`src/bfr_pkg.sv`:
```
// Shared types and constants of the wraparound box filter row block.
// No dependencies; used by bfr_cfg and wraparound_box_filter_row.
package bfr_pkg;

  // register file geometry
  localparam int RADIUS_W   = 5;
  localparam int ROW_LEN_W  = 11;
  localparam int ADDR_W     = 3;
  localparam int REG_IDX_W  = 1;
  localparam int DATA_W     = 32;

  // register indexes
  localparam logic [REG_IDX_W-1:0] REG_RADIUS     = 1'd0;
  localparam logic [REG_IDX_W-1:0] REG_ROW_LENGTH = 1'd1;

  // register reset values
  localparam logic [RADIUS_W-1:0]  RADIUS_RST     = 5'd1;
  localparam logic [ROW_LEN_W-1:0] ROW_LENGTH_RST = 11'd600;

  // configuration as seen by the datapath
  typedef struct packed {
    logic [RADIUS_W-1:0]  radius;
    logic [ROW_LEN_W-1:0] row_length;
    logic                 wr;
  } cfg_t;

endpackage

```
`src/bfr_cfg.sv`:
```
// APB-style configuration registers (radius, row length) of the box filter.
// Depends on bfr_pkg for register indexes, widths and the cfg_t struct.
module bfr_cfg (
  input  logic                          clk,
  input  logic                          rst_n,
  input  logic                          psel,
  input  logic                          penable,
  input  logic                          pwrite,
  input  logic [bfr_pkg::ADDR_W-1:0]    paddr,
  input  logic [bfr_pkg::DATA_W-1:0]    pwdata,
  output logic [bfr_pkg::DATA_W-1:0]    prdata,
  output logic                          pready,
  output bfr_pkg::cfg_t                 cfg
);

  logic [bfr_pkg::RADIUS_W-1:0]  radius_r;
  logic [bfr_pkg::ROW_LEN_W-1:0] row_length_r;
  logic [bfr_pkg::REG_IDX_W-1:0] reg_idx;
  logic                          wr_en;

  assign pready  = 1'b1;
  assign reg_idx = paddr[bfr_pkg::ADDR_W-1:2];
  assign wr_en   = psel && penable && pwrite;

  // register writes
  always_ff @(posedge clk) begin
    if (!rst_n) begin
      radius_r     <= bfr_pkg::RADIUS_RST;
      row_length_r <= bfr_pkg::ROW_LENGTH_RST;
    end else if (wr_en) begin
      case (reg_idx)
        bfr_pkg::REG_RADIUS:     radius_r     <= pwdata[bfr_pkg::RADIUS_W-1:0];
        bfr_pkg::REG_ROW_LENGTH: row_length_r <= pwdata[bfr_pkg::ROW_LEN_W-1:0];
        default: ;
      endcase
    end
  end

  // register reads
  always_comb begin
    case (reg_idx)
      bfr_pkg::REG_RADIUS:     prdata = bfr_pkg::DATA_W'(radius_r);
      bfr_pkg::REG_ROW_LENGTH: prdata = bfr_pkg::DATA_W'(row_length_r);
      default:                 prdata = '0;
    endcase
  end

  // any write transfer restarts the row
  assign cfg.radius     = radius_r;
  assign cfg.row_length = row_length_r;
  assign cfg.wr         = wr_en;

endmodule

```
`config.mk`:
```
export PLATFORM = sky130hd
export DESIGN_NAME = bfr_cfg
export DESIGN_NICKNAME = d
export VERILOG_FILES = /design/src/bfr_pkg.sv /design/src/bfr_cfg.sv
export SDC_FILE = /design/constraint.sdc
export NUM_CORES = 1
export LEC_CHECK = 0
export BUFFER_PORTS_ARGS = -buffer_cell sky130_fd_sc_hd__buf_2
export CORE_MARGIN = 2
export CORE_UTILIZATION = 39
export DETAILED_ROUTE_END_ITERATION = 16
export PLACE_DENSITY = 0.84
export SLEW_MARGIN = 40
export SYNTH_ARGS = -nofsm -noshare
export SYNTH_HDL_FRONTEND = slang
export SYNTH_SLANG_ARGS = --single-unit
export TNS_END_PERCENT = 20
```
`constraint.sdc`:
```
create_clock -name clk -period 1.72 [get_ports clk]
set_clock_uncertainty 0.2 [all_clocks]
set_input_delay 0.258 -clock clk [delete_from_list [all_inputs] [get_ports clk]]
set_output_delay 0.258 -clock clk [all_outputs]
set_load 0.01 [all_outputs]
```
-- Word-level counts from Yosys, hierarchy flattened
Cells that the tools add are included.
- bits of input ports: 40
- bits in registers: 16
- word-level logic and storage cells: 8
- reduce and logical (&&, ||, !) cells: 4
- bitwise operators: 1
- muxes and demuxes: 1
- operator list (kind ; number):
    $pmux W32 S2 ; 1
    $reduce_and A2 Y1 ; 2
    $logic_and A1 B1 Y1 ; 2
    $not A1 Y1 ; 1

-- Depth between registers and ports, before layout
Gate-level depths: netlist of run 1.
- depth in word-level cells: 3
- mapped depth: 3
- depth with buffers taken out: 2

-- Worst setup path before layout of run 1
No wires, ideal clock.
- kind: in2out
- from: in paddr[2] (netlist name)
- to: out prdata[1] (netlist name)
- setup slack: 0.487 ns
- cell stages on the path: 2
- arrival time: 0.775 ns
- path buffers: 1
- required time: 1.262 ns
- path through: buf_2 > mux2_2
- cells in the longest elaborated chain, start to end: 2
- ends and longest elaborated chain (item ; line ; RTL):
    start: declaration ; bfr_cfg.sv:9 ; input logic [bfr_pkg::ADDR_W-1:0] paddr,
    $not A1 Y1 (no line) ; - ;
    $pmux W32 S2 * ; bfr_cfg.sv:41 ; case (reg_idx)
    end: declaration ; bfr_cfg.sv:11 ; output logic [bfr_pkg::DATA_W-1:0] prdata,
Every way passes the cells marked *; elsewhere a longest branch is shown, timed or not. The select of a mux whose other input is x is not followed.

-- Final worst setup path of run 1
- from: reg row_length_r[2] (netlist name)
- to: out prdata[2] (netlist name)
- cells in the longest elaborated chain, start to end: 1
- ends and longest elaborated chain (item ; line ; RTL):
    start: declaration ; bfr_cfg.sv:17 ; logic [bfr_pkg::ROW_LEN_W-1:0] row_length_r;
    start signal: assignment ; bfr_cfg.sv:29 ; row_length_r <= bfr_pkg::ROW_LENGTH_RST;
    start signal: assignment ; bfr_cfg.sv:33 ; bfr_pkg::REG_ROW_LENGTH: row_length_r <= pwdata[bfr_pkg::ROW_LEN_W-1:0];
    $pmux W32 S2 ; bfr_cfg.sv:41 ;
Every way passes these cells. The select of a mux whose other input is x is not followed.

==> results of run 1 <==
[registers in the layout (all words and copies together), names as in the netlist]
name          cells
row_length_r     11
radius_r          5
[final cells by class]
| type | count | area (um^2) |
|---|---|---|
| sequential | 16 | 320 |
| timing repair buffer | 44 | 220 |
| clock buffer | 3 | 22.5 |
| fill | 242 | 1300 |
| multi-input combinational | 82 | 507 |
| tap | 30 | 37.5 |
[final timing paths]
kind	start	endpoint	slack, ns	depth (start not counted)
setup / recovery	row_length_r[2]$_SDFFE_PN0P_	prdata[2]	0.27	2
hold / removal	pwdata[8]	row_length_r[8]$_SDFFE_PN0P_	0.03	3
setup reg to reg	row_length_r[4]$_SDFFE_PN1P_	row_length_r[4]$_SDFFE_PN1P_	0.89	2
hold reg to reg	row_length_r[0]$_SDFFE_PN0P_	row_length_r[0]$_SDFFE_PN0P_	0.27	2
[worst register-to-register path, delay by kind of cell, from the launching register on]
kind | cells | cell delay, ns
DFF | 1 | 0.33
muxes | 1 | 0.08
and+or+nand+nor | 1 | 0.11
[metal layers]
metal / vias up / global-route usage [%] / share of wire [%]
met5: - / 0 / 0
met4: 0 / 3.85 / 0.53
met3: 2 / 4.17 / 11
met2: 45 / 19.7 / 43
met1: 321 / 15.1 / 45
li1: 376 / - / -
[cells in the final DEF (no fill, tap or decap)]
master,n
and2_1,6
conb_1,22
clkbuf_4,3
nand2_1,20
nor2b_1,10
nand4b_2,1
and3_1,1
mux2i_1,16
mux2_2,5
and4_4,1
dfxtp_1,16
buf_2,44
[report_power, final]
group / switching [mW] / leakage, nW / internal, mW / total (mW)
logic: 0.0726 / 0.438 / 0.0498 / 0.122
registers: 0.00523 / 0.130 / 0.378 / 0.384
clock network: 0.0998 / 0.0138 / 0.0808 / 0.181
[kinds of logic after synthesis]
kind of cell	share of synthesized area (%)
muxes	22.5
and+or+nand+nor	21.6
DFF	33.2
buffers and inverters	21.9
other	0.780
[metrics by stage]
stage	worst slack [ns]	instance area [um^2]	hold WS [ns]
after floorplan	0.487	1040	0.197
after global placement	0.258	1080	0.254
after detailed placement	0.270	1080	0.265
after CTS	0.257	1110	0.0244
after global routing	0.215	1110	0.0152
final	0.268	1110	0.0306
==> run_results.csv, run 1 <==
group,metric,value,unit
final_layout,areaGrowthSynthToFinish,14.9,%
die,die-area,2880,um^2
grt,grt_max_degree,31,
logic_synthesis,syn_area,963,um^2
setup_path,critPathRequiredTime,1.26,ns
detailed_routing,drt_wl_total,1700,um
die,start_util,40.0,%
setup_path,max_stage_delay,0.33,ns
setup_path,critPathArrivalTime,0.99,ns
placed_design,port_buffers,44,
placed_design,hpwlAfterDp,1300,um
clock_network,clockRootBuffer,"clkbuf_4",
die,core-area,2410,um^2
logic_synthesis,syn-instance-count,106,
setup_path,worstPathCellList,"mux2_2, buf_2",
clock_network,cts.path.max_buffers,2,
logic_synthesis,yosysSeqAreaShare,33.2,%
logic_synthesis,syn_area_per_cell,9.09,um^2
min_path,min_path_type,"in -> reg",
detailed_routing,routedWlPerCell,9.70,um
power,cellLeakagePower,0.581,nW
timing,fin_crit_sh,84.4,%
placed_design,place.gp.congestion,0.613,
clock_network,cts_hold_buf,0,
logic_synthesis,yosys-top-cells-area,"dfxtp_1, buf_4, mux2i_1",
timing,fin_setup_tns,0,ns
logic_synthesis,synth_commonest_cells,"buf_4, nand2_1, dfxtp_1, mux2i_1, nor2b_1",
clock_network,post_cts_buffers,0,
placed_design,dpl.cell_count,172,
setup_path,critical-path-top-delay-family,"flip-flops",
clock_network,cts_resized,0,
grt,grt_use_total,12.2,%
logic_synthesis,synthArstFlopShare,0,%
final_layout,diodes,0,
timing,period_minus_slack,1.45,ns
clock_network,clk_pin_slew,0.08,ns
final_layout,drive_above_1_share,37.2,%
logic_synthesis,synth_ff_type,"dfxtp_1",
power,vdd_drop_max,0.276,mV
grt,grt_pass1_wl,2550,um
setup_path,worstSetupPathType,"reg -> out",
timing,hold_violations,0,
final_layout,finalCoreUtilization,46.0,%
final_layout,layout.cells.non_filler,175,
clock_network,cts_tree,"done",
logic_synthesis,synth_area_leader_cell,"dfxtp_1",
timing,slew_viol_final,0,
die,rows,18,
logic_synthesis,yosysWarnings,0,
setup_path,cp_max_fo,3,
detailed_routing,dr.pass1.iters,2,
power,total_power,687,uW
grt,grt_pass1_vias,577,
detailed_routing,drt.antenna.violating_nets,0,
die,io-pin-count,90,
timing,grt_setup_unrepaired,"no",
setup_path,crit_path_end_kind,"primary output",
flow_run,max_cap_violations,0,
timing,setup_viol,0,
die,die_y,53.7,um
clock_network,cts_buffers,3,
outcome,status,"finished clean",
clock_network,clock-sinks,16,
grt,overflow,0,
detailed_routing,drcViolationCount,0,
die,die_width,53.7,um
detailed_routing,via_per_inst,4.25,
timing,fmax,689,MHz
logic_synthesis,yosysMostFrequentCell,"buf_4",
detailed_routing,vias,744,
logic_synthesis,synth_edf_count,0,
setup_path,startpoint_type,"register",
final_layout,layout.nets,187,
setup_path,critPathSlowestCell,"dfxtp_1",
clock_network,insertion_delay,0.27,ns
logic_synthesis,postSynthRegisterBits,16,
clock_network,cts_max_level,1,
logic_synthesis,ys_types,14,
grt,grt_antenna_before_repair,0,
logic_synthesis,yosysTopAreaCellShare,33.2,%
power,power.density,620,nW/um^2
detailed_routing,drt_iter0_drc,1,
setup_path,cp_num_buf_inv,1,
Note: power is estimated with default switching activity, not from simulation.
==> inputs of run 2 (changes only) <==
CORE_UTILIZATION = 36   (was 39)
PLACE_DENSITY = 0.79   (was 0.84)
clock period = 1.4 ns   (was 1.72 ns; I/O delays follow)
==> run_results.csv, run 2 (synthesized netlist as in run 1, its figures left out) <==
group,metric,value,unit
detailed_routing,dr.pass1.iters,4,
power,intPower,725,uW
die,core-area,2500,um^2
final_layout,layout.nets,202,
die,die_width,55.7,um
final_layout,stdcell_area,1330,um^2
setup_path,worstPathCellList,"mux2_4, buf_6",
timing,hold_violations,0,
die,io-pin-count,90,
grt,grt_pass1_wl,3350,um
final_layout,areaGrowthSynthToFinish,38.3,%
detailed_routing,vias,821,
die,start_util,38.5,%
placed_design,place.gp.congestion,0.724,
placed_design,post_dp_cell_area,1100,um^2
power,p_sw_share,25.7,%
outcome,violations,"setup timing",
grt,grt_use_total,13.7,%
min_path,holdPathStages,4,
final_layout,regMostFlops,"row_length_r",
die,rows,18,
grt,overflow,0,
setup_path,critical-path-top-delay-family,"flip-flops",
setup_path,max_stage_delay,0.34,ns
die,die_y,55.7,um
setup_path,r2r_cells,3,
final_layout,final.fill_count,233,
detailed_routing,drt_wl_total,2070,um
power,clockPowerShare,31.1,%
grt,grt_max_degree,31,
clock_network,insertion_delay,0.28,ns
power,comb_power_share,20.5,%
detailed_routing,drt.antenna.violating_nets,0,
clock_network,clock-sinks,16,
grt,grt_pass1_vias,734,
power,vdd_drop_max,0.381,mV
setup_path,cp.depth,2,
setup_path,critPathSlowestCell,"dfxtp_2",
final_layout,top_regs,"row_length_r x11, radius_r x5",
min_path,min_path_type,"in -> reg",
final_layout,multi_input_area,522,um^2
timing,timing.hold.ws,0.146,ns
setup_path,startpoint_type,"register",
setup_path,critPathRequiredTime,0.99,ns
flow_run,max_cap_violations,0,
setup_path,crit_path_end_kind,"primary output",
clock_network,clk_pin_slew,0.10,ns
grt,grt_antenna_before_repair,0,
placed_design,port_buffers,44,
timing,timing.final.ws_setup,-0.0152,ns
power,cellLeakagePower,0.682,nW
final_layout,most-common-layout-cells,"buf_2, conb_1, nand2_1, mux2i_1, dlygate4sd3_1",
placed_design,hpwlAfterDp,1320,um
clock_network,cts_tree,"done",
setup_path,cp_num_buf_inv,1,
final_layout,diodes,0,
power,power.density,733,nW/um^2
power,share_seq_of_total_power,48.4,%
die,die-area,3110,um^2
clock_network,cts_buffers,3,
detailed_routing,via_per_inst,4.30,
final_layout,mostFrequentLayoutCell,"buf_2",
placed_design,dpl.cell_count,173,
clock_network,cts.path.max_buffers,2,
timing,fmax,707,MHz
outcome,status,"finished, violations left",
setup_path,worstSetupPathType,"reg -> out",
final_layout,layout.cells.non_filler,191,
setup_path,critPathArrivalTime,1.01,ns
final_layout,largest_register_ffs,11,
timing,setup_viol,5,
clock_network,clockRootBuffer,"clkbuf_4",
timing,period_minus_slack,1.42,ns
clock_network,cts_max_level,1,
power,p_switching,251,uW
timing,grt_setup_unrepaired,"yes",
detailed_routing,routedWlPerCell,10.8,um
timing,slew_viol_final,0,
timing,fin_crit_sh,101,%
final_layout,layout.area.seq,333,um^2
detailed_routing,drcViolationCount,0,
detailed_routing,drt_iter0_drc,21,
final_layout,drive_above_1_share,42.9,%
setup_path,cp_max_fo,3,
[run 2: changes by cell type in the layout (fill, tap and decap cells not counted), sizes merged]
| cell | change |
|---|---|
| buf | +4 |
| clkbuf | +1 |
| dlygate4sd3 | +11 |
[run 2: area by class of cell]
cell class / instances / area share (%)
Clock buffer: 4 / 2.72
Tap cell: 30 / 2.82
Sequential cell: 16 / 25.0
Multi-Input combinational cell: 82 / 39.2
Timing Repair Buffer: 59 / 30.3
[run 2: tightest hold or removal path, stage by stage]
cell and delay (ns):
buf_2 0.11, buf_12 0.15, nand2_1 0.06, mux2i_1 0.05
[run 2: worst paths after layout]
check / startpoint / endpoint / slack, ns
hold reg to reg: row_length_r[1]$_SDFFE_PN0P_ / row_length_r[1]$_SDFFE_PN0P_ / 0.27
setup / recovery: radius_r[2]$_SDFFE_PN0P_ / prdata[2] / -0.02
setup reg to reg: radius_r[0]$_SDFFE_PN1P_ / radius_r[0]$_SDFFE_PN1P_ / 0.46
hold / removal: rst_n / row_length_r[8]$_SDFFE_PN0P_ / 0.15
[run 2: metrics by stage]
step,total power [mW],setup WS (ns),setup TNS (ns),utilization (%)
final,0.977,-0.0152,-0.0602,53.3
after global routing,1.03,-0.0616,-0.284,53.3
after CTS,0.989,-0.0258,-0.119,52.9
after detailed placement,0.640,0.0382,0,44.2
after global placement,0.638,0.0407,0,44.2
after floorplan,0.629,0.263,0,-
[run 2: timing repair]
action | CTS | global route
hold buffers | 11 | 0
endpoints found under the setup margin | 5 | 5
resized for setup | 15 | 4
setup buffers | 3 | 0
hold endpoints to repair | 15 | 0
[run 2: power by group through the flow]
stage	clock network [mW]	registers [mW]	logic, mW
2_1_floorplan	0	0.486	0.142
3_3_place_gp	0	0.482	0.156
3_5_place_dp	0	0.482	0.158
4_1_cts	0.319	0.472	0.198
5_1_grt	0.338	0.475	0.219
6_report	0.304	0.473	0.200
[run 2: per-layer routing]
metal / share of wire [%] / vias to the layer above / track usage (%)
li1: - / 409 / -
met1: 43 / 362 / 16.4
met2: 48 / 48 / 23.0
met3: 8.9 / 2 / 3.95
met4: 0.39 / 0 / 5.23
met5: 0 / - / 0
==> inputs of run 3 (changes only) <==
ABC_AREA = 1   (was unset)
==> run_results.csv, run 3 <==
group,metric,value,unit
setup_path,startpoint_type,"register",
final_layout,layout.nets,239,
min_path,min_path_type,"in -> reg",
setup_path,r2r_cells,2,
final_layout,top_regs,"row_length_r x11, radius_r x5",
detailed_routing,dr_wl_met3,149,um
grt,grt_pass1_wl,3430,um
final_layout,largest_register_ffs,11,
setup_path,cp_num_buf_inv,1,
timing,period_minus_slack,1.31,ns
detailed_routing,drt_wl_total,2060,um
power,power.density,775,nW/um^2
setup_path,critPathSlowestCell,"dfxtp_1",
setup_path,r2r-start,"radius_r[0]$_SDFFE_PN1P_",
logic_synthesis,postSynthRegisterBits,16,
setup_path,max_stage_delay,0.37,ns
timing,fin_crit_sh,93.5,%
grt,overflow,0,
logic_synthesis,syn-instance-count,150,
final_layout,multi_input_area,433,um^2
setup_path,critical-path-top-delay-family,"flip-flops",
clock_network,clock-sinks,16,
clock_network,insertion_delay,0.28,ns
timing,hold_violations,0,
final_layout,diodes,0,
die,rows,18,
logic_synthesis,yosysWarnings,0,
timing,slew_viol_final,0,
placed_design,place.gp.congestion,0.725,
timing,grt_setup_unrepaired,"no",
power,vdd_drop_max,0.536,mV
detailed_routing,drt_iter0_drc,36,
die,core-area,2500,um^2
detailed_routing,met2WireLength,1040,um
clock_network,cts_buffers,3,
grt,grt_use_total,13.9,%
die,die_width,55.4,um
die,io-pin-count,90,
timing,setup_viol,0,
logic_synthesis,synth_commonest_cells,"nand2_1, buf_4, nor2_1",
clock_network,cts_max_level,1,
min_path,holdCritStartpoint,"pwdata[8]",
clock_network,clk_pin_slew,0.09,ns
logic_synthesis,synthArstFlopShare,0,%
setup_path,worstPathCellList,"nand2_1, nand2_1, buf_2",
final_layout,finalCoreUtilization,47.1,%
grt,grt_antenna_before_repair,0,
detailed_routing,drcViolationCount,0,
detailed_routing,top_layer_used,"met4",
final_layout,mostFrequentLayoutCell,"buf_2",
logic_synthesis,synth_edf_count,0,
final_layout,drive_above_1_share,27.4,%
logic_synthesis,syn_area_per_cell,6.33,um^2
clock_network,clockRootBuffer,"clkbuf_4",
final_layout,layout.area.seq,320,um^2
detailed_routing,dr.pass1.iters,3,
detailed_routing,drt-met1-wl,869,um
setup_path,cp.depth,3,
setup_path,worstSetupPathType,"reg -> out",
timing,fmax,764,MHz
detailed_routing,routedWlPerCell,9.09,um
grt,grt_pass1_vias,771,
final_layout,areaGrowthSynthToFinish,24.0,%
setup_path,cp_max_fo,3,
final_layout,final.fill_count,272,
placed_design,hpwlAfterDp,1530,um
logic_synthesis,yosysSeqAreaShare,33.7,%
die,die-area,3060,um^2
logic_synthesis,yosys-top-cells-area,"dfxtp_1, buf_4, nand2_1",
die,start_util,38.0,%
detailed_routing,drt.antenna.violating_nets,0,
setup_path,critical_path.endpoint,"prdata[2]",
setup_path,critPathArrivalTime,0.90,ns
power,total_power,913,uW
die,die_y,55.4,um
setup_path,r2r_end,"radius_r[0]$_SDFFE_PN1P_",
clock_network,cts.path.max_buffers,2,
final_layout,most-common-layout-cells,"buf_2, nand2_1, nor2_1, conb_1, nand3_1",
placed_design,port_buffers,44,
detailed_routing,via_per_inst,3.91,
setup_path,critPathRequiredTime,0.99,ns
grt,grt_max_degree,17,
logic_synthesis,yosysTopAreaCellShare,33.7,%
setup_path,ff2ff_setup_slack,0.60,ns
flow_run,max_cap_violations,0,
logic_synthesis,syn_area,950,um^2
logic_synthesis,synth_ff_type,"dfxtp_1",
setup_path,cp_common_cell,"nand2_1",
setup_path,crit_start,"row_length_r[2]$_SDFFE_PN0P_",
logic_synthesis,ys_types,12,
outcome,status,"finished clean",
clock_network,cts_tree,"done",
timing,fin_setup_tns,0,ns
setup_path,crit_path_end_kind,"primary output",
final_layout,regMostFlops,"row_length_r",
logic_synthesis,synth_area_leader_cell,"dfxtp_1",
power,cellLeakagePower,0.729,nW
logic_synthesis,yosysMostFrequentCell,"nand2_1",
detailed_routing,vias,887,
==> run 3: cell count changes in the layout (fill, tap and decap cells not counted), moves of 6 or more <==
cell	previous run	this run
dfxtp_2	10	0
nor2b_1	10	0
nand3_1	0	17
nor2_1	0	23
nand2_1	20	43
mux2i_1	16	0
and2_1	6	0
dlygate4sd3_1	11	5
inv_1	0	16
dfxtp_1	6	16
==> run 3: worst min path at each step <==
stage                                     to  slack, ns  cells past startpoint
2_1_floorplan   row_length_r[3]$_SDFFE_PN1P_       0.14                      2
5_1_grt        row_length_r[10]$_SDFFE_PN0P_       0.07                      5
3_3_place_gp    row_length_r[6]$_SDFFE_PN1P_       0.22                      3
6_report        row_length_r[8]$_SDFFE_PN0P_       0.04                      5
3_5_place_dp    row_length_r[6]$_SDFFE_PN1P_       0.23                      3
4_1_cts         row_length_r[8]$_SDFFE_PN0P_       0.03                      5
==> run 3: cell families after synthesis <==
group                  synth area share [%]
AND/OR/NAND/NOR                        36.4
buffers and inverters                  28.6
flip-flops                             33.7
other                                 0.791
AO/OA/AOI/OAI                         0.527
==> run 3: per-layer routing <==
layer	track usage, %	vias up
met5	0	-
met4	2.09	0
met3	5.39	2
met2	25.0	34
met1	15.6	356
li1	-	495
==> run 3: final cells by class <==
cell class | instances | area share, %
Multi-Input combinational cell | 108 | 36.8
Sequential cell | 16 | 27.2
Timing Repair Buffer | 53 | 25.5
Inverter | 17 | 5.42
Tap cell | 30 | 3.19
Clock buffer | 3 | 1.91
==> run 3: tightest hold or removal path, delay by kind of cell <==
| family | cells | cell delay (ns) |
|---|---|---|
| simple gates | 3 | 0.17 |
| buf+inv | 2 | 0.10 |
==> run 3: where the power goes <==
| group | switching [mW] | internal, mW | total, mW |
|---|---|---|---|
| Sequential | 0.0111 | 0.471 | 0.482 |
| Clock | 0.135 | 0.0997 | 0.235 |
| Combinational | 0.120 | 0.0761 | 0.196 |
==> run 3: timing repair <==
item,4_1_cts,5_1_grt
hold buffers,5,0
resized for setup,0,0
buffers inserted,0,0
setup endpoints to repair,0,0
hold endpoints to repair,5,0
==> run 3: stage by stage <==
step / instances / hold WS, ns / instance area, um^2 / setup WS, ns
3_5_place_dp: 219 / 0.229 / 1100 / 0.102
6_report: 227 / 0.0383 / 1180 / 0.0911
2_1_floorplan: 170 / 0.136 / 1020 / 0.333
4_1_cts: 227 / 0.0307 / 1180 / 0.0812
5_1_grt: 227 / 0.0694 / 1180 / 0.00476
3_3_place_gp: 219 / 0.223 / 1100 / 0.131
