`src/bfr_div.sv`:
```
// Pipelined restoring divider, one quotient bit per stage, with a shared enable.
// No dependencies; a tag travels alongside each division.
module bfr_div #(
  parameter int NUM_W = 22,
  parameter int DEN_W = 6,
  parameter int QUO_W = 16,
  parameter int TAG_W = 11
) (
  input  logic             clk,
  input  logic             rst_n,
  input  logic             en,
  input  logic             in_vld,
  input  logic [NUM_W-1:0] in_num,
  input  logic [DEN_W-1:0] in_den,
  input  logic [TAG_W-1:0] in_tag,
  output logic             out_vld,
  output logic [QUO_W-1:0] out_quo,
  output logic [TAG_W-1:0] out_tag
);

  logic             v_r   [NUM_W];
  logic [DEN_W-1:0] rem_r [NUM_W];
  logic [NUM_W-1:0] num_r [NUM_W];
  logic [NUM_W-1:0] quo_r [NUM_W];
  logic [DEN_W-1:0] den_r [NUM_W];
  logic [TAG_W-1:0] tag_r [NUM_W];

  for (genvar j = 0; j < NUM_W; j++) begin : g_stage
    logic             v_i;
    logic [DEN_W-1:0] rem_i;
    logic [NUM_W-1:0] num_i;
    logic [NUM_W-1:0] quo_i;
    logic [DEN_W-1:0] den_i;
    logic [TAG_W-1:0] tag_i;
    logic [DEN_W:0]   sh;
    logic             ge;

    // stage input
    if (j == 0) begin : g_first
      assign v_i   = in_vld;
      assign rem_i = '0;
      assign num_i = in_num;
      assign quo_i = '0;
      assign den_i = in_den;
      assign tag_i = in_tag;
    end else begin : g_next
      assign v_i   = v_r[j-1];
      assign rem_i = rem_r[j-1];
      assign num_i = num_r[j-1];
      assign quo_i = quo_r[j-1];
      assign den_i = den_r[j-1];
      assign tag_i = tag_r[j-1];
    end

    // bring down the next dividend bit and try a subtract
    assign sh = {rem_i, num_i[NUM_W-1]};
    assign ge = sh >= {1'b0, den_i};

    always_ff @(posedge clk) begin
      if (!rst_n) begin
        v_r[j] <= 1'b0;
      end else if (en) begin
        v_r[j] <= v_i;
      end
    end

    always_ff @(posedge clk) begin
      if (en) begin
        rem_r[j] <= ge ? DEN_W'(sh - {1'b0, den_i}) : sh[DEN_W-1:0];
        num_r[j] <= {num_i[NUM_W-2:0], 1'b0};
        quo_r[j] <= {quo_i[NUM_W-2:0], ge};
        den_r[j] <= den_i;
        tag_r[j] <= tag_i;
      end
    end
  end

  assign out_vld = v_r[NUM_W-1];
  assign out_quo = quo_r[NUM_W-1][QUO_W-1:0];
  assign out_tag = tag_r[NUM_W-1];

endmodule

```
`config.mk`:
```
export PLATFORM = sky130hd
export DESIGN_NAME = bfr_div
export DESIGN_NICKNAME = d
export VERILOG_FILES = /design/src/bfr_div.sv
export SDC_FILE = /design/constraint.sdc
export NUM_CORES = 1
export LEC_CHECK = 0
export BUFFER_PORTS_ARGS = -buffer_cell sky130_fd_sc_hd__buf_4
export CAP_MARGIN = 20
export CORE_ASPECT_RATIO = 1.4
export CORE_MARGIN = 2
export CORE_UTILIZATION = 30
export DETAILED_ROUTE_END_ITERATION = 16
export SLEW_MARGIN = 25
export SYNTH_ARGS = -nofsm -noshare
export SYNTH_HDL_FRONTEND = slang
export SYNTH_SLANG_ARGS = --single-unit
```
`constraint.sdc`:
```
create_clock -name clk -period 2.59 [get_ports clk]
set_clock_uncertainty 0.2 [all_clocks]
set_input_delay 0.518 -clock clk [delete_from_list [all_inputs] [get_ports clk]]
set_output_delay 0.518 -clock clk [all_outputs]
set_load 0.05 [all_outputs]
```
==> Yosys cells after proc, flatten, opt, wreduce, memory -nomap -nowiden <==
Memory sizes are Yosys's and may differ from the RTL's.
Cells that the tools add are included.
W data, S select, Z words.
{ "totals": {"ff_bits": 0, "mem_bits_rw": 1474, "inputBits": 43, "output_inout_bits": 28, "word_cells": 121, "memories": 6} }
{ "mem_list": {"columns": ["memory", "words", "width", "rd", "rd_ports_with_merged_regs", "wr", "line", "rtl"], "rows": [
  ["quo_r", 22, 22, 22, 0, 22, "24", "logic [NUM_W-1:0] quo_r [NUM_W];"],
  ["num_r", 22, 21, 21, 0, 22, "23", "logic [NUM_W-1:0] num_r [NUM_W];"],
  ["tag_r", 22, 11, 22, 0, 22, "26", "logic [TAG_W-1:0] tag_r [NUM_W];"],
  ["den_r", 22, 6, 21, 0, 22, "25", "logic [DEN_W-1:0] den_r [NUM_W];"],
  ["rem_r", 22, 6, 21, 0, 22, "22", "logic [DEN_W-1:0] rem_r [NUM_W];"],
  ["v_r", 22, 1, 22, 0, 22, "21", "logic v_r [NUM_W];"]
]} }
{ "classes": {"addsub": 22, "magnitude_cmp": 22, "mux": 49, "bitwise": 22} }
{ "ops": {"columns": ["operator", "n"], "rows": [
  ["$ge A7 B6 Y1", 21],
  ["$mux W6", 22],
  ["$sub A6 B6 Y6", 21],
  ["$mux W1", 27],
  ["$or A1 B1 Y1", 22],
  ["$ge A1 B6 Y1", 1],
  ["$sub A1 B6 Y6", 1]
]} }

==> Logic depth before layout (Yosys ltp) <==
Gate-level depths: netlist (run 1).
{ "depth": {"depth_word": 4, "depth_mapped": 8, "mapped_depth_nobuf": 8} }

==> Worst setup path before layout (run 1) <==
Ideal clock, no wire load.
{ "synth_path": {"kind": "register to register", "startpoint": "mem den_r[4][1], in the netlist den_r[0][25]", "endpoint": "mem rem_r[5][2], in the netlist rem_r[0][32] (data pin)", "setup_ps": 260, "arrival_time_ps": 1955, "t_required_ps": 2130, "path_slack_ps": 175, "stages_incl_launch_ff": 8, "path_buffers": 0, "synth_period_minus_slack_ps": 2415, "cell_sequence": "edfxtp_1 -> inv_1 -> ha_1 -> nor2b_1 -> o21bai_4 -> nand3_4 -> a2111oi_4 -> mux2_2"} }
{ "synth_lines": {"columns": ["element", "line"], "rows": [
  ["start: declaration", "25"],
  ["end: declaration", "22"]
]} }

==> results of run 1 <==
[placed cells by master (no fill, tap or decap), drive strengths merged]
master         n
o211ai        16
a22oi         14
xnor2         44
a21o          28
xor2           4
nand2          3
o31a          16
dfxtp          1
nor4b         14
o21a          17
ha           148
a221oi         1
buf          133
nor2b         34
mux2          80
mux2i         42
a21oi         67
o21bai         1
fa            20
nand2b        21
a311o          2
and3          21
a211oi        33
nor4           4
or3            2
nor3           3
clkinv        44
nor2          35
bufinv        10
a2111oi        1
nand3          7
o21ai         54
edfxtp       882
dlygate4sd3   41
a211o         17
clkbuf       103
clkinvlp       3
inv          206
[how the worst max path moves through the flow]
stage,from,endpoint,slack (ns),depth (start not counted)
2_1_floorplan,den_r[0][25],rem_r[0][32],0.17,7
3_3_place_gp,den_r[0][42],rem_r[1][2],0.006,6
3_5_place_dp,num_r[0][146],rem_r[0][46],-0.04,7
4_1_cts,den_r[1][0],rem_r[1][10],0.004,6
5_1_grt,den_r[0][6],rem_r[0][15],-0.005,6
6_report,den_r[1][24],rem_r[1][34],0.09,7
[power groups by stage]
stage | clock network, mW | registers, mW | logic, mW
3_5_place_dp | 0 | 19.0 | 7.47
6_report | 12.7 | 18.7 | 7.73
4_1_cts | 13.2 | 18.7 | 7.63
5_1_grt | 13.8 | 18.9 | 8.54
3_3_place_gp | 0 | 19.0 | 7.10
2_1_floorplan | 0 | 18.8 | 5.59
[routing by layer]
metal  wire, microns  vias up
li1                -     7525
met1           18600     7600
met2           25500      228
met3            1990      122
met4            1880        0
met5               0        -
[worst register-to-register path: cells and delay by family (launching register included)]
kind	cells	cell delay, ns
AO/OA/AOI/OAI	3	0.67
adder cells (fa/ha/maj)	1	0.31
buffers and inverters	1	0.16
flip-flops	1	0.42
multiplexers	1	0.33
AND/OR/NAND/NOR	1	0.15
[timing repair]
| item | 4_1_cts | 5_1_grt |
|---|---|---|
| pin swaps | 9 | 22 |
| endpoints found under the setup margin | 27 | 65 |
| hold buffers | 41 | 0 |
| buffers inserted | 3 | 9 |
| resized for setup | 0 | 19 |
| endpoints found under the hold margin | 45 | 0 |
[per-stage QoR]
stage | setup TNS, ns | setup WS (ns) | hold slack (ns)
3_5_place_dp | -0.254 | -0.0435 | 0.205
5_1_grt | -0.00528 | -0.00528 | 0.0406
2_1_floorplan | 0 | 0.175 | 0.200
4_1_cts | 0 | 0.00358 | 0.0152
3_3_place_gp | 0 | 0.00561 | 0.200
6_report | 0 | 0.0935 | 0.0695
[logic make-up (layout without fill, tap and decap cells)]
logic type | after synthesis | in the layout | synth area share
fa+ha+maj | 168 | 168 | 0.0660
xor+xnor | 48 | 48 | 0.0123
mux | 122 | 122 | 0.0387
compound gates | 267 | 267 | 0.0581
simple gates | 144 | 144 | 0.0246
flops | 883 | 883 | 0.777
buf+inv | 211 | 540 | 0.0233
[layout make-up]
| class | instances | area, sq um |
|---|---|---|
| clock buffer | 103 | 2320 |
| timing repair buffer | 174 | 1620 |
| fill | 10600 | 72300 |
| tap | 1480 | 1850 |
| clock inverter | 59 | 582 |
| multi-input combinational | 749 | 6900 |
| sequential | 883 | 26500 |
| inverter | 204 | 766 |
[state kept, by name (all words and copies together) (netlist names)]
name,flops
tag_r,242
num_r,231
quo_r,136
den_r,126
rem_r,126
v_r,22
==> qor.txt, run 1 <==
STATUS
-----------------------------------------------------------------------------------------------
Run status                                                                         finished, final reports clean

DIE
-----------------------------------------------------------------------------------------------
Overall die area                                                                    0.116 sq mm
Total number of placement rows                                                              146
Die Wd                                                                              289 microns
Number of primary I/O pins                                                                   71
Vert. Die Dim                                                                       403 microns
Core Area                                                                           0.113 sq mm
Effective utilization at floorplan                                                        0.302

WORST SETUP PATH
-----------------------------------------------------------------------------------------------
Crit Path Max Fanout                                                                          4
R2R cell count                                                                                7
Worst reg2reg path startpoint                                                      den_r[1][24]
CP endpoint kind                                                                       register
Destination of the worst register-to-register timing path                          rem_r[1][34]
Startpoint Class                                                                       register
Slowest-stage cell, CP                                                             sky130_fd_sc_hd__edfxtp_1
Critical path's largest stage delay                                                     0.42 ns
Type of the setup path with the least slack                                        register to register
Delay-heaviest family, CP                                                          compound AO/OA/AOI/OAI gates
Required arrival time at the worst endpoint                                             2.79 ns
Buffers & Inverters on Critical Path                                                          1
Data arrival time of the worst path                                                     2.69 ns
Setup slack, reg-to-reg                                                                 0.09 ns
CP cell instances                                                                  ha_1 -> nand2b_1 -> a211oi_1 -> o21ai_1 -> a211oi_4 -> buf_4 -> mux2_2

LOGIC SYNTHESIS
-----------------------------------------------------------------------------------------------
Async set-reset flop share out of synthesis                                                   0
Prevailing post-synth register cell                                                sky130_fd_sc_hd__edfxtp_1
Ranking of synthesized cells by area                                               sky130_fd_sc_hd__edfxtp_1 78%, sky130_fd_sc_hd__ha_1 5.4%, sky130_fd_sc_hd__mux2_2 2.6%, sky130_fd_sc_hd__inv_1 2.2%, sky130_fd_sc_hd__mux2i_1 1.2%
Post-synthesis instance area                                                       0.0341 sq mm
Most common library cells after synthesis                                          882 x sky130_fd_sc_hd__edfxtp_1, 204 x sky130_fd_sc_hd__inv_1, 148 x sky130_fd_sc_hd__ha_1, 80 x sky130_fd_sc_hd__mux2_2, 67 x sky130_fd_sc_hd__a21oi_1
Total of warnings raised by yosys                                                             0
Number of different library cells in the post-synthesis netlist                              37
Cell count after synthesis                                                                1,843
Net count after synthesis                                                                 2,054
Fraction of the yosys area taken by sequential cells                                      0.777
Area share of the largest cell type after synthesis                                       0.776
Library cell with the highest instance count after synthesis                       sky130_fd_sc_hd__edfxtp_1
Number of flops mapped to enable cells by yosys                                             882
Dominant cell type by area after synthesis                                         sky130_fd_sc_hd__edfxtp_1
Synthesized area per cell                                                            18.5 sq um
Flop and latch count out of synthesis                                                       883

CLOCK NETWORK
-----------------------------------------------------------------------------------------------
Maximum buffer depth of the clock tree                                                        3
H-tree level count                                                                            3
CTS root buf                                                                       sky130_fd_sc_hd__clkbuf_16
TritonCTS buffer count                                                                       89
Clock insertion delay at the later pin of the skew report                               0.66 ns
TritonCTS clock tree                                                                        yes
Clock input transition at the sequential cells of the worst setup and hold paths        0.06 ns
Sinks on Clock Net                                                                          883

POWER
-----------------------------------------------------------------------------------------------
Share of power burned in combinational logic                                              0.198
Power density cells                                                                 965 mW/mm^2
Leak Pwr                                                                                14.9 nW
P_int                                                                                   29.3 mW
Total power after layout                                                                39.1 mW
Sw Ratio                                                                                  0.251
Total net switching power                                                               9.82 mW
Clock group share of total power                                                          0.324
Sequential share of power                                                                 0.478
Largest voltage drop on the vdd net                                                      600 uV

GRT
-----------------------------------------------------------------------------------------------
M3 GR Usage                                                                              0.0188
Residual overflow from global routing                                                         0
Met1 layer usage reported by global route                                                0.0881
Maximum number of pins on one net before global-route repair                                102
Number of antenna violations at the first check in global routing                             0
Most utilized layer in the global route result                                             met2
Met2 Usage GRT                                                                            0.154
Vias in the first global route                                                           16,500
Wire length of the first global-routing pass                                       79,400 microns
Overall global routing resource usage                                                    0.0836

WORST HOLD PATH
-----------------------------------------------------------------------------------------------
Worst-case hold path end point                                                     tag_r[0][21]
Worst hold path class                                                              input port to register
Hold_sp                                                                                      en
Hold path depth                                                                               1

FINAL LAYOUT
-----------------------------------------------------------------------------------------------
Final Instance Area                                                                0.0405 sq mm
Share of cells above drive strength 1                                                     0.173
Number of nets in the final layout                                                        2,312
Fin util                                                                                  0.359
Post-layout instance count excluding filler cells                                         3,652
Area growth, synth to finish                                                              18.8%
Number of antenna repair diodes                                                               0

PLACEMENT
-----------------------------------------------------------------------------------------------
Routability Congestion                                                                    0.808
Buffers on Ports                                                                             70
Number of placed instances with taps included                                             3,437
Estimated wirelength of the detail-placed design                                   29,900 microns
Instance area after placement                                                      0.0371 sq mm

TIMING
-----------------------------------------------------------------------------------------------
Endpoints failing setup                                                                       0
Transition at the pin with the smallest max-transition slack                           0.610 ns
Post-layout minimum cycle time                                                          2.50 ns
Relative slew slack                                                                       0.593
Final max-slew violation count                                                                0
Final Hold Fails                                                                              0
Max Fclk                                                                                401 MHz
Period utilization                                                                        0.964

DRT
-----------------------------------------------------------------------------------------------
Remaining routing DRC violations                                                              0
Via-to-Cell Ratio                                                                          4.24
Antenna-violating nets left                                                                   0
Routed wire length per instance                                                    13.1 microns
DR vias                                                                                  15,500
Drt pass-1 iters                                                                              4
Drt total wl                                                                       48,000 microns
Count of routing violations after the opening detailed-route iteration                      748

FLOW RUN
-----------------------------------------------------------------------------------------------
Max Cap Viol                                                                                  0

Power figures use the tool's default switching activity.
==> run 2: changes to the inputs <==
--- a/config.mk
+++ b/config.mk
@@ -6,4 +6,5 @@
 export NUM_CORES = 1
 export LEC_CHECK = 0
+export ABC_AREA = 1
 export BUFFER_PORTS_ARGS = -buffer_cell sky130_fd_sc_hd__buf_4
 export CAP_MARGIN = 20
==> constraint.sdc (replaced) <==
create_clock -name clk -period 2.59 [get_ports clk]
set_clock_uncertainty 0.2 [all_clocks]
set_input_delay 0.777 -clock clk [delete_from_list [all_inputs] [get_ports clk]]
set_output_delay 0.777 -clock clk [all_outputs]
set_load 0.05 [all_outputs]
==> qor.txt, run 2 <==
STATUS
-----------------------------------------------------------------------------------------------
Run status                                                                         finished, final reports clean

DIE
-----------------------------------------------------------------------------------------------
Total number of placement rows                                                              149
Effective utilization at floorplan                                                        0.301
Number of primary I/O pins                                                                   71
Core Area                                                                           0.117 sq mm
Die Wd                                                                              294 microns
Overall die area                                                                    0.121 sq mm
Vert. Die Dim                                                                       410 microns

WORST SETUP PATH
-----------------------------------------------------------------------------------------------
Slowest-stage cell, CP                                                             sky130_fd_sc_hd__edfxtp_1
Delay-heaviest family, CP                                                            flip-flops
CP cell instances                                                                         buf_4
CP endpoint kind                                                                    output port
Data arrival time of the worst path                                                     1.30 ns
Type of the setup path with the least slack                                        register to output port
Startpoint Class                                                                       register
Critical path's largest stage delay                                                     0.43 ns
Crit Path Max Fanout                                                                          1
Required arrival time at the worst endpoint                                             1.61 ns
Buffers & Inverters on Critical Path                                                          1

CLOCK NETWORK
-----------------------------------------------------------------------------------------------
Clock input transition at the sequential cells of the worst setup and hold paths        0.06 ns
TritonCTS clock tree                                                                        yes
Maximum buffer depth of the clock tree                                                        3
Clock insertion delay at the later pin of the skew report                               0.65 ns
Post_cts resized                                                                              0
CTS root buf                                                                       sky130_fd_sc_hd__clkbuf_16
Hold buffers post-CTS                                                                         0
H-tree level count                                                                            3
TritonCTS buffer count                                                                       92
Sinks on Clock Net                                                                          883
Setup repair bufs after CTS                                                                   0

DRT
-----------------------------------------------------------------------------------------------
DR vias                                                                                  17,700
Antenna-violating nets left                                                                   0
Remaining routing DRC violations                                                              0
Drt total wl                                                                       50,900 microns
Via-to-Cell Ratio                                                                          4.16
Drt pass-1 iters                                                                              5
Routed wire length per instance                                                    12.0 microns
Count of routing violations after the opening detailed-route iteration                      713

LOGIC SYNTHESIS
-----------------------------------------------------------------------------------------------
Library cell with the highest instance count after synthesis                       sky130_fd_sc_hd__edfxtp_1
Synthesized area per cell                                                            14.3 sq um
Cell count after synthesis                                                                2,471
Number of flops mapped to enable cells by yosys                                             882
Most common library cells after synthesis                                          882 x sky130_fd_sc_hd__edfxtp_1, 482 x sky130_fd_sc_hd__nand2_1, 395 x sky130_fd_sc_hd__inv_1, 148 x sky130_fd_sc_hd__ha_1, 134 x sky130_fd_sc_hd__nand3_1
Fraction of the yosys area taken by sequential cells                                      0.750
Async set-reset flop share out of synthesis                                                   0
Dominant cell type by area after synthesis                                         sky130_fd_sc_hd__edfxtp_1
Net count after synthesis                                                                 2,682
Ranking of synthesized cells by area                                               sky130_fd_sc_hd__edfxtp_1 75%, sky130_fd_sc_hd__ha_1 5.2%, sky130_fd_sc_hd__nand2_1 5.1%, sky130_fd_sc_hd__inv_1 4.2%, sky130_fd_sc_hd__nand3_1 1.9%
Prevailing post-synth register cell                                                sky130_fd_sc_hd__edfxtp_1
Flop and latch count out of synthesis                                                       883
Number of different library cells in the post-synthesis netlist                              33
Post-synthesis instance area                                                       0.0354 sq mm
Total of warnings raised by yosys                                                             0
Area share of the largest cell type after synthesis                                       0.749

POWER
-----------------------------------------------------------------------------------------------
Total power after layout                                                                40.0 mW
Leak Pwr                                                                                16.5 nW
Largest voltage drop on the vdd net                                                      517 uV
Power density cells                                                                 970 mW/mm^2

TIMING
-----------------------------------------------------------------------------------------------
RSZ-0062 raised after global routing                                                      false
Final max-slew violation count                                                                0
Transition at the pin with the smallest max-transition slack                           0.657 ns
Relative slew slack                                                                       0.561
Max Fclk                                                                                439 MHz
Post-route setup TNS                                                                       0 ns
Final Hold Fails                                                                              0
Period utilization                                                                        0.880
Endpoints failing setup                                                                       0
Post-layout minimum cycle time                                                          2.28 ns

FINAL LAYOUT
-----------------------------------------------------------------------------------------------
Fill count                                                                               11,300
Share of cells above drive strength 1                                                     0.126
Largest register FFs                                                                        242
Number of nets in the final layout                                                        2,878
Area growth, synth to finish                                                              16.7%
Leading cell types in the layout, fill and taps excluded                           882 x sky130_fd_sc_hd__edfxtp_1, 482 x sky130_fd_sc_hd__nand2_1, 395 x sky130_fd_sc_hd__inv_1, 148 x sky130_fd_sc_hd__ha_1, 134 x sky130_fd_sc_hd__nand3_1
Number of antenna repair diodes                                                               0
Largest registers                                                                  tag_r (242), num_r (231), quo_r (136)
Leading cell type in the layout, fill and taps excluded                            sky130_fd_sc_hd__edfxtp_1
Register with the highest flop count                                                      tag_r

GRT
-----------------------------------------------------------------------------------------------
Residual overflow from global routing                                                         0
Wire length of the first global-routing pass                                       84,800 microns
Overall global routing resource usage                                                    0.0860
Maximum number of pins on one net before global-route repair                                 90
Number of antenna violations at the first check in global routing                             0
Vias in the first global route                                                           18,100

PLACEMENT
-----------------------------------------------------------------------------------------------
Estimated wirelength of the detail-placed design                                   33,600 microns
Routability Congestion                                                                    0.858
Buffers on Ports                                                                             70

WORST HOLD PATH
-----------------------------------------------------------------------------------------------
Worst hold path class                                                              input port to register

FLOW RUN
-----------------------------------------------------------------------------------------------
Max Cap Viol                                                                                  0

run 2: cell count changes after synthesis, sizes merged, moves of 34 or more:
| cell | change |
|---|---|
| inv | +191 |
| mux2i | -42 |
| nor2 | +77 |
| mux2 | -80 |
| or2 | +40 |
| nand3 | +152 |
| nand2 | +488 |
| nor2b | -34 |
run 2: worst paths after layout:
| kind | from | end | slack [ns] | cells after the start |
|---|---|---|---|---|
| worst max-delay path | tag_r[2][60] | out_tag[5] | 0.31 | 1 |
| worst min-delay path | in_num[13] | num_r[0][13] | 0.09 | 1 |
| worst max register to register | rem_r[0][13] | rem_r[0][18] | 0.32 | 7 |
| worst min register to register | quo_r[2][26] | quo_r[2][49] | 0.19 | 0 |
run 2: layer usage:
metal	track usage	share of wire
met5	0	0
met3	0.0187	0.040
met1	0.0857	0.37
met4	0.0448	0.040
met2	0.164	0.55
run 2: area by class of cell:
class | instances | area, sq um | share of cell area
clock buffers | 103 | 2340 | 0.0568
clock inverters | 69 | 677 | 0.0164
inverters | 395 | 1480 | 0.0359
multi-input cells | 1183 | 7270 | 0.176
flip-flops and latches | 883 | 26500 | 0.643
well taps | 1510 | 1890 | 0.0458
repair buffers | 112 | 1090 | 0.0263
run 2: report_power, final:
part / internal [mW] / switching, mW / total [mW]
logic: 3.14 / 5.10 / 8.24
clock network: 7.48 / 5.48 / 13.0
registers: 18.1 / 0.737 / 18.8
run 2: stage by stage:
stage                     setup WS (ns)   util  hold WS, ns  std cells  area [sq um]
after CTS                         0.263  0.351       0.0389       4255         41300
final                             0.311  0.351       0.0941       4255         41300
after detailed placement          0.310  0.326        0.205       4083         38200
after floorplan                   0.587      -        0.200       2471         35400
after global placement            0.336  0.326        0.200       4083         38200
after global routing              0.120  0.351       0.0527       4255         41300
run 2: kinds of logic after synthesis:
| group | share of synthesized area |
|---|---|
| fa+ha+maj | 0.0637 |
| flops | 0.750 |
| compound gates | 0.0207 |
| buf+inv | 0.0447 |
| simple gates | 0.113 |
| xor+xnor | 0.00793 |
==> run 3: changes to the inputs <==
Settings changed: CTS_CLUSTER_SIZE set to 24.
Clock period 2.59 ns to 2.8 ns, I/O delays scaled along.
==> qor.txt, run 3 (synthesized netlist as in run 2, its figures left out) <==
CLOCK NETWORK
-----------------------------------------------------------------------------------------------
Sinks on Clock Net                                                                          883
Maximum buffer depth of the clock tree                                                        3
CTS root buf                                                                       sky130_fd_sc_hd__clkbuf_16
TritonCTS buffer count                                                                       89
TritonCTS clock tree                                                                        yes
Clock input transition at the sequential cells of the worst setup and hold paths        0.06 ns
Post_cts resized                                                                              0
Hold buffers post-CTS                                                                         0
H-tree level count                                                                            3
Clock insertion delay at the later pin of the skew report                               0.64 ns
Setup repair bufs after CTS                                                                   0

POWER
-----------------------------------------------------------------------------------------------
Clock group share of total power                                                          0.310
Total net switching power                                                               10.2 mW
Total power after layout                                                                36.2 mW
Sequential share of power                                                                 0.481
Leak Pwr                                                                                16.3 nW
Largest voltage drop on the vdd net                                                      504 uV
P_int                                                                                   26.0 mW
Power density cells                                                                 884 mW/mm^2
Sw Ratio                                                                                  0.283
Share of power burned in combinational logic                                              0.209

FINAL LAYOUT
-----------------------------------------------------------------------------------------------
Largest registers                                                                  tag_r (242), num_r (231), quo_r (136)
Multi-input combinational cell area                                                0.00727 sq mm
Leading cell type in the layout, fill and taps excluded                            sky130_fd_sc_hd__edfxtp_1
Number of nets in the final layout                                                        2,871
Final Instance Area                                                                0.0410 sq mm
Register with the highest flop count                                                      tag_r
Fill count                                                                               11,300
Leading cell types in the layout, fill and taps excluded                           882 x sky130_fd_sc_hd__edfxtp_1, 482 x sky130_fd_sc_hd__nand2_1, 395 x sky130_fd_sc_hd__inv_1, 148 x sky130_fd_sc_hd__ha_1, 134 x sky130_fd_sc_hd__nand3_1
Area taken by flip-flops and latches                                               0.0265 sq mm
Area growth, synth to finish                                                              15.9%
Number of antenna repair diodes                                                               0
Fin util                                                                                  0.349
Largest register FFs                                                                        242
Share of cells above drive strength 1                                                     0.123

WORST SETUP PATH
-----------------------------------------------------------------------------------------------
Crit Path Max Fanout                                                                          1
Delay-heaviest family, CP                                                            flip-flops
Buffers & Inverters on Critical Path                                                          1
Startpoint Class                                                                       register
Setup slack, reg-to-reg                                                                 0.54 ns
Slowest-stage cell, CP                                                             sky130_fd_sc_hd__edfxtp_1
CP endpoint kind                                                                    output port
Data arrival time of the worst path                                                     1.37 ns
R2R cell count                                                                                7
Critical path's largest stage delay                                                     0.49 ns
Type of the setup path with the least slack                                        register to output port
CP cell instances                                                                         buf_4
CP Depth                                                                                      1
Required arrival time at the worst endpoint                                             1.76 ns

DRT
-----------------------------------------------------------------------------------------------
Remaining routing DRC violations                                                              0
Via-to-Cell Ratio                                                                          4.13
Drt total wl                                                                       49,700 microns
Drt pass-1 iters                                                                              5
Count of routing violations after the opening detailed-route iteration                      781
Antenna-violating nets left                                                                   0
Routed wire length per instance                                                    11.7 microns
DR vias                                                                                  17,500

GRT
-----------------------------------------------------------------------------------------------
Number of antenna violations at the first check in global routing                             0
Wire length of the first global-routing pass                                       82,900 microns
Overall global routing resource usage                                                    0.0838
Residual overflow from global routing                                                         0
Maximum number of pins on one net before global-route repair                                 68
Vias in the first global route                                                           17,800

TIMING
-----------------------------------------------------------------------------------------------
Post-layout minimum cycle time                                                          2.41 ns
Post-route setup TNS                                                                       0 ns
Final Hold Fails                                                                              0
RSZ-0062 raised after global routing                                                      false
Endpoints failing setup                                                                       0
Transition at the pin with the smallest max-transition slack                           0.629 ns
Final max-slew violation count                                                                0
Max Fclk                                                                                414 MHz
Period utilization                                                                        0.862
Relative slew slack                                                                       0.580
Setup slack of the critical path after layout                                          0.386 ns

PLACEMENT
-----------------------------------------------------------------------------------------------
Instance area after placement                                                      0.0382 sq mm
Setup slack at placement                                                               0.457 ns
Estimated wirelength of the detail-placed design                                   33,700 microns
Routability Congestion                                                                    0.850
Buffers on Ports                                                                             70

WORST HOLD PATH
-----------------------------------------------------------------------------------------------
Worst hold path class                                                              input port to register
Hold path depth                                                                               1

DIE
-----------------------------------------------------------------------------------------------
Total number of placement rows                                                              149
Number of primary I/O pins                                                                   71
Core Area                                                                           0.117 sq mm
Effective utilization at floorplan                                                        0.301
Overall die area                                                                    0.121 sq mm
Vert. Die Dim                                                                       410 microns
Die Wd                                                                              294 microns

FLOW RUN
-----------------------------------------------------------------------------------------------
Max Cap Viol                                                                                  0

STATUS
-----------------------------------------------------------------------------------------------
Run status                                                                         finished, final reports clean

==> run 3: cell count changes in the layout (fill, tap and decap cells not counted), moves of 2 or more <==
cell	before	now
sky130_fd_sc_hd__clkbuf_1	11	15
sky130_fd_sc_hd__buf_4	92	90
sky130_fd_sc_hd__clkinv_16	4	2
sky130_fd_sc_hd__bufinv_16	9	5
sky130_fd_sc_hd__clkinv_1	29	23
sky130_fd_sc_hd__clkbuf_16	92	89
sky130_fd_sc_hd__buf_12	19	17
sky130_fd_sc_hd__clkinv_2	17	19
==> run 3: final cells by class <==
type                       count  share of cell area
sequential                   883               0.647
multi-input combinational   1183               0.177
clock buffer                 104              0.0557
tap                         1510              0.0461
inverter                     395              0.0362
timing repair buffer         108              0.0252
clock inverter                60              0.0122
==> run 3: through the flow <==
step | hold WS (ns) | instances
floorplan | 0.200 | 2471
global placement | 0.200 | 4079
detailed placement | 0.205 | 4079
CTS | 0.116 | 4243
global route | 0.135 | 4243
finish | 0.178 | 4243
==> run 3: layer usage <==
layer	wire length (microns)	up-vias	GRT usage
met2	27000	262	0.161
met3	1940	127	0.0178
li1	-	8917	-
met5	0	-	0
met1	19200	8223	0.0855
met4	1690	0	0.0385
==> run 3: worst paths after layout <==
check / startpoint / end
worst max register to register: rem_r[0][13] / rem_r[0][18]
worst min register to register: num_r[2][40] / num_r[2][62]
worst max-delay path: tag_r[2][61] / out_tag[6]
worst min-delay path: in_num[14] / num_r[0][14]
==> run 3: power groups by stage <==
stage	Clock [mW]	Sequential, mW	Combinational [mW]
6_report	11.2	17.4	7.57
5_1_grt	12.2	17.6	8.73
4_1_cts	11.7	17.4	7.67
3_5_place_dp	0	17.7	7.64
3_3_place_gp	0	17.7	7.45
2_1_floorplan	0	17.5	5.92
